==> config.mk <==
export PLATFORM = sky130hd
export DESIGN_NAME = msgd_delay
export DESIGN_NICKNAME = d
export VERILOG_FILES = /design/src/hdl/msgd_delay.sv
export SDC_FILE = /design/constraint.sdc
export NUM_CORES = 1
export LEC_CHECK = 0
export BUFFER_PORTS_ARGS = -buffer_cell sky130_fd_sc_hd__buf_2
export CAP_MARGIN = 10
export CORE_MARGIN = 2
export CORE_UTILIZATION = 40
export DETAILED_ROUTE_END_ITERATION = 7
export GPL_ROUTABILITY_DRIVEN = 0
export GPL_TIMING_DRIVEN = 1
export PLACE_DENSITY = 0.64
export SYNTH_ARGS = -nofsm -noshare
export SYNTH_HDL_FRONTEND = slang
export SYNTH_SLANG_ARGS = --single-unit
==> constraint.sdc <==
create_clock -name clk_i -period 0.8 [get_ports clk_i]
set_input_delay 0.04 -clock clk_i [delete_from_list [all_inputs] [get_ports clk_i]]
set_output_delay 0.04 -clock clk_i [all_outputs]
set_load 0.005 [all_outputs]
==> src/hdl/msgd_delay.sv <==
// ---------------------------------------------------------------------------
// msgd_delay
// enabled shift line that keeps side data aligned with the fma pipeline
// ---------------------------------------------------------------------------
module msgd_delay #(
  parameter int Width = 32,
  parameter int Depth = 5
) (
  input  logic             clk_i,
  input  logic             en_i,
  input  logic [Width-1:0] d_i,
  output logic [Width-1:0] q_o
);

  logic [Width-1:0] tap_q [Depth];

  always_ff @(posedge clk_i) begin
    if (en_i) begin
      tap_q[0] <= d_i;
      for (int i = 1; i < Depth; i++) begin
        tap_q[i] <= tap_q[i-1];
      end
    end
  end

  assign q_o = tap_q[Depth-1];

endmodule

==> summary.txt <==
Logic synthesis
  • Synth Instances: 192
  • Sequential fraction of the synthesis area: 95.24%
  • Cell area after technology mapping: 5045 um2
  • Net count of the mapped netlist: 226
  • Average instance area after synthesis: 26.28 um2
  • Number of warning messages in the yosys log: 0
  • #FFs+latches synth: 160
  • Synth unique cells: 2

Power and ir drop
  • Power density cells: 2818 nW/um2
  • Maximum vdd ir drop: 1117 uV
  • Switching power share of the total: 18.26%
  • Reported leakage power: 2.301 nW
  • Net Sw Power: 0.003288 W
  • Portion of total power attributed to sequential cells: 55.5%
  • Power Internal: 0.01472 W
  • Share of total power in the clock network: 41.6%
  • Combinational share of power: 2.9%

Setup path
  • Startpoint class of the critical path: flop
  • Cells traversed along the worst timing path: buf_2
  • Worst Path Max Fanout: 1
  • Required time of the critical path: 0.76 ns
  • Family of cells with the greatest summed delay on the critical path: flip-flops
  • Kind of end point of the critical path: output pin
  • CP max stage cell: sky130_fd_sc_hd__edfxtp_1
  • Start point of the critical path: tap_q[0][144]
  • Arrival time worst endpoint: 0.92 ns
  • Crit Path Category: flop to output pin
  • Crit Reg-Reg Startpoint: tap_q[0][70]
  • Number of buffers and inverters on the critical path: 1
  • Slowest Stage Delay on Critical Path: 0.38 ns

Final layout
  • Most common library cell in the layout ignoring fill and taps: sky130_fd_sc_hd__edfxtp_1
  • Number of nets in the finished design: 321
  • Share of post-route cells with drive strength above 1: 35.00%
  • Number of non-filler instances in the completed layout: 472
  • Highest-count cells in the layout ignoring fill and taps: sky130_fd_sc_hd__edfxtp_1, sky130_fd_sc_hd__buf_2, sky130_fd_sc_hd__dlygate4sd3_1, sky130_fd_sc_hd__clkbuf_16, sky130_fd_sc_hd__buf_4
  • Post-synthesis to final-layout area growth: 26.64%
  • Largest register FFs: 160
  • Multi-input gate area: 0 um2
  • Number of multi-input logic gates: 0
  • Antenna Cells: 0
  • Cell area after layout: 6389 um2
  • Most flops, register: tap_q
  • Leading registers by flop count: tap_q: 160 flops

Timing
  • Achievable frequency: 1043 MHz
  • Tightest hold margin: -0.01219 ns
  • Maximum clock skew at final layout: 0.008112 ns
  • Share of the clock period used by the worst path after layout: 119.8%
  • Unrepaired setup endpoints after global routing: yes
  • Number of hold violations in the final report: 5
  • Worst slew slack as a fraction of its limit: 85.37%
  • Smallest setup slack after layout: -0.1584 ns
  • Max-slew violation total from the final report: 0
  • Slew at the pin with the worst max-slew slack: 0.2195 ns
  • Final Critical Period: 0.9584 ns
  • Setup-violating endpoint count in the final report: 32

Global route
  • Vias in the first global route: 1781
  • Number of antenna violations at the first check in global routing: 0
  • GRT overflow: 0
  • Maximum number of pins on one net before global-route repair: 26
  • Total routing resource utilization after global routing: 8.904%
  • Wire length of the first global-routing pass: 8659 um

Job
  • Max-cap violation count: 0

Floorplanning
  • Number of cell rows: 41
  • Initial core utilization: 40.47%
  • Top-level port count: 66
  • Die Ht: 116.3 um
  • Width of the die: 116.3 um
  • Area enclosed by the die boundary: 13530 um2
  • Total core area: 12470 um2

Clock network
  • Maximum buffer depth of the clock tree: 2
  • Clock-pin slew reported for the worst setup and hold paths after clock tree synthesis: 0.06 ns
  • Root buffer selected by CTS: sky130_fd_sc_hd__clkbuf_16
  • CTS hold repair buffers: 32
  • Number of buffers inserted during clock tree synthesis: 17
  • TritonCTS clock tree: done
  • TritonCTS sink count: 160
  • Max H-tree Level: 4
  • Clk_lat worst skew: 0.40 ns

Place
  • Half-perimeter wire length after placement: 3461 um
  • Total of buffers placed on input and output ports: 65
  • Placed Area: 5497 um2
  • Cell count after placement: 408

Route
  • DRC errors left: 0
  • Vias per cell: 3.892
  • Average wire per cell in the routed design: 12.02 um
  • Number of violations reported at the end of detailed-routing iteration 0: 112
  • Detailed-router iteration count before antenna repair: 6
  • Via count: 1837
  • Total length of routed wires: 5672 um
  • Antenna violation net count after detailed routing: 0

Run status
  • Status: finished, violations left
  • Violations in the final reports: hold timing, setup timing

Worst hold path
  • Origin of the worst min-delay path: en_i
  • Class of the worst hold path: primary input to flop
[synthesized netlist by cell type, drive strengths merged]
cell	number	area, um2
buf	32	240.2
edfxtp	160	4805
[power groups by stage]
stage                     Clock, W  Sequential (W)  Combinational, W
after detailed placement         0          0.0102          0.000418
final                      0.00749         0.00999          0.000528
after floorplan                  0          0.0101          0.000131
after global routing       0.00808          0.0100          0.000583
after CTS                  0.00772         0.00999          0.000539
after global placement           0          0.0101          0.000403
[per-stage QoR]
stage	power (W)	TNS, ns	worst slack [ns]	util (%)
3_5_place_dp	0.01059	-0.03250	-0.003133	44.09
4_1_cts	0.01825	-5.070	-0.1906	51.25
3_3_place_gp	0.01054	0	0.003348	44.09
6_report	0.01800	-4.128	-0.1584	51.25
2_1_floorplan	0.01025	0	0.2112	-
5_1_grt	0.01870	-5.891	-0.2092	51.25
[kinds of logic after synthesis]
group / synth area share, %
buffers and inverters: 4.762
flip-flops: 95.24
[final timing paths]
path | to | slack, ns | cells after the start
worst max-delay path | q_o[16] | -0.16 | 1
worst min-delay path | tap_q[0][133] | -0.01 | 1
worst max register to register | tap_q[0][102] | 0.15 | 0
worst min register to register | tap_q[0][108] | 0.41 | 0
[what timing repair did]
| action | in CTS | in global routing |
|---|---|---|
| hold endpoints to repair | 37 | 5 |
| endpoints found under the setup margin | 32 | 32 |
| buffers inserted | 0 | 0 |
| gates resized for setup | 0 | 0 |
[final cells by class]
class | count | area [um2]
fill | 993 | 6077
clock buffer | 18 | 429.2
tap | 172 | 215.2
clock inverter | 14 | 142.6
timing repair buffer | 108 | 797.0
sequential | 160 | 4805
[per-layer routing]
metal	part of all wire (%)	track usage, %	vias to the layer above
met2	49	12.36	49
li1	-	-	913
met1	44	11.27	873
met5	0	0	-
met3	6.0	4.930	2
met4	0.83	4.524	0
Power figures use the tool's default switching activity.
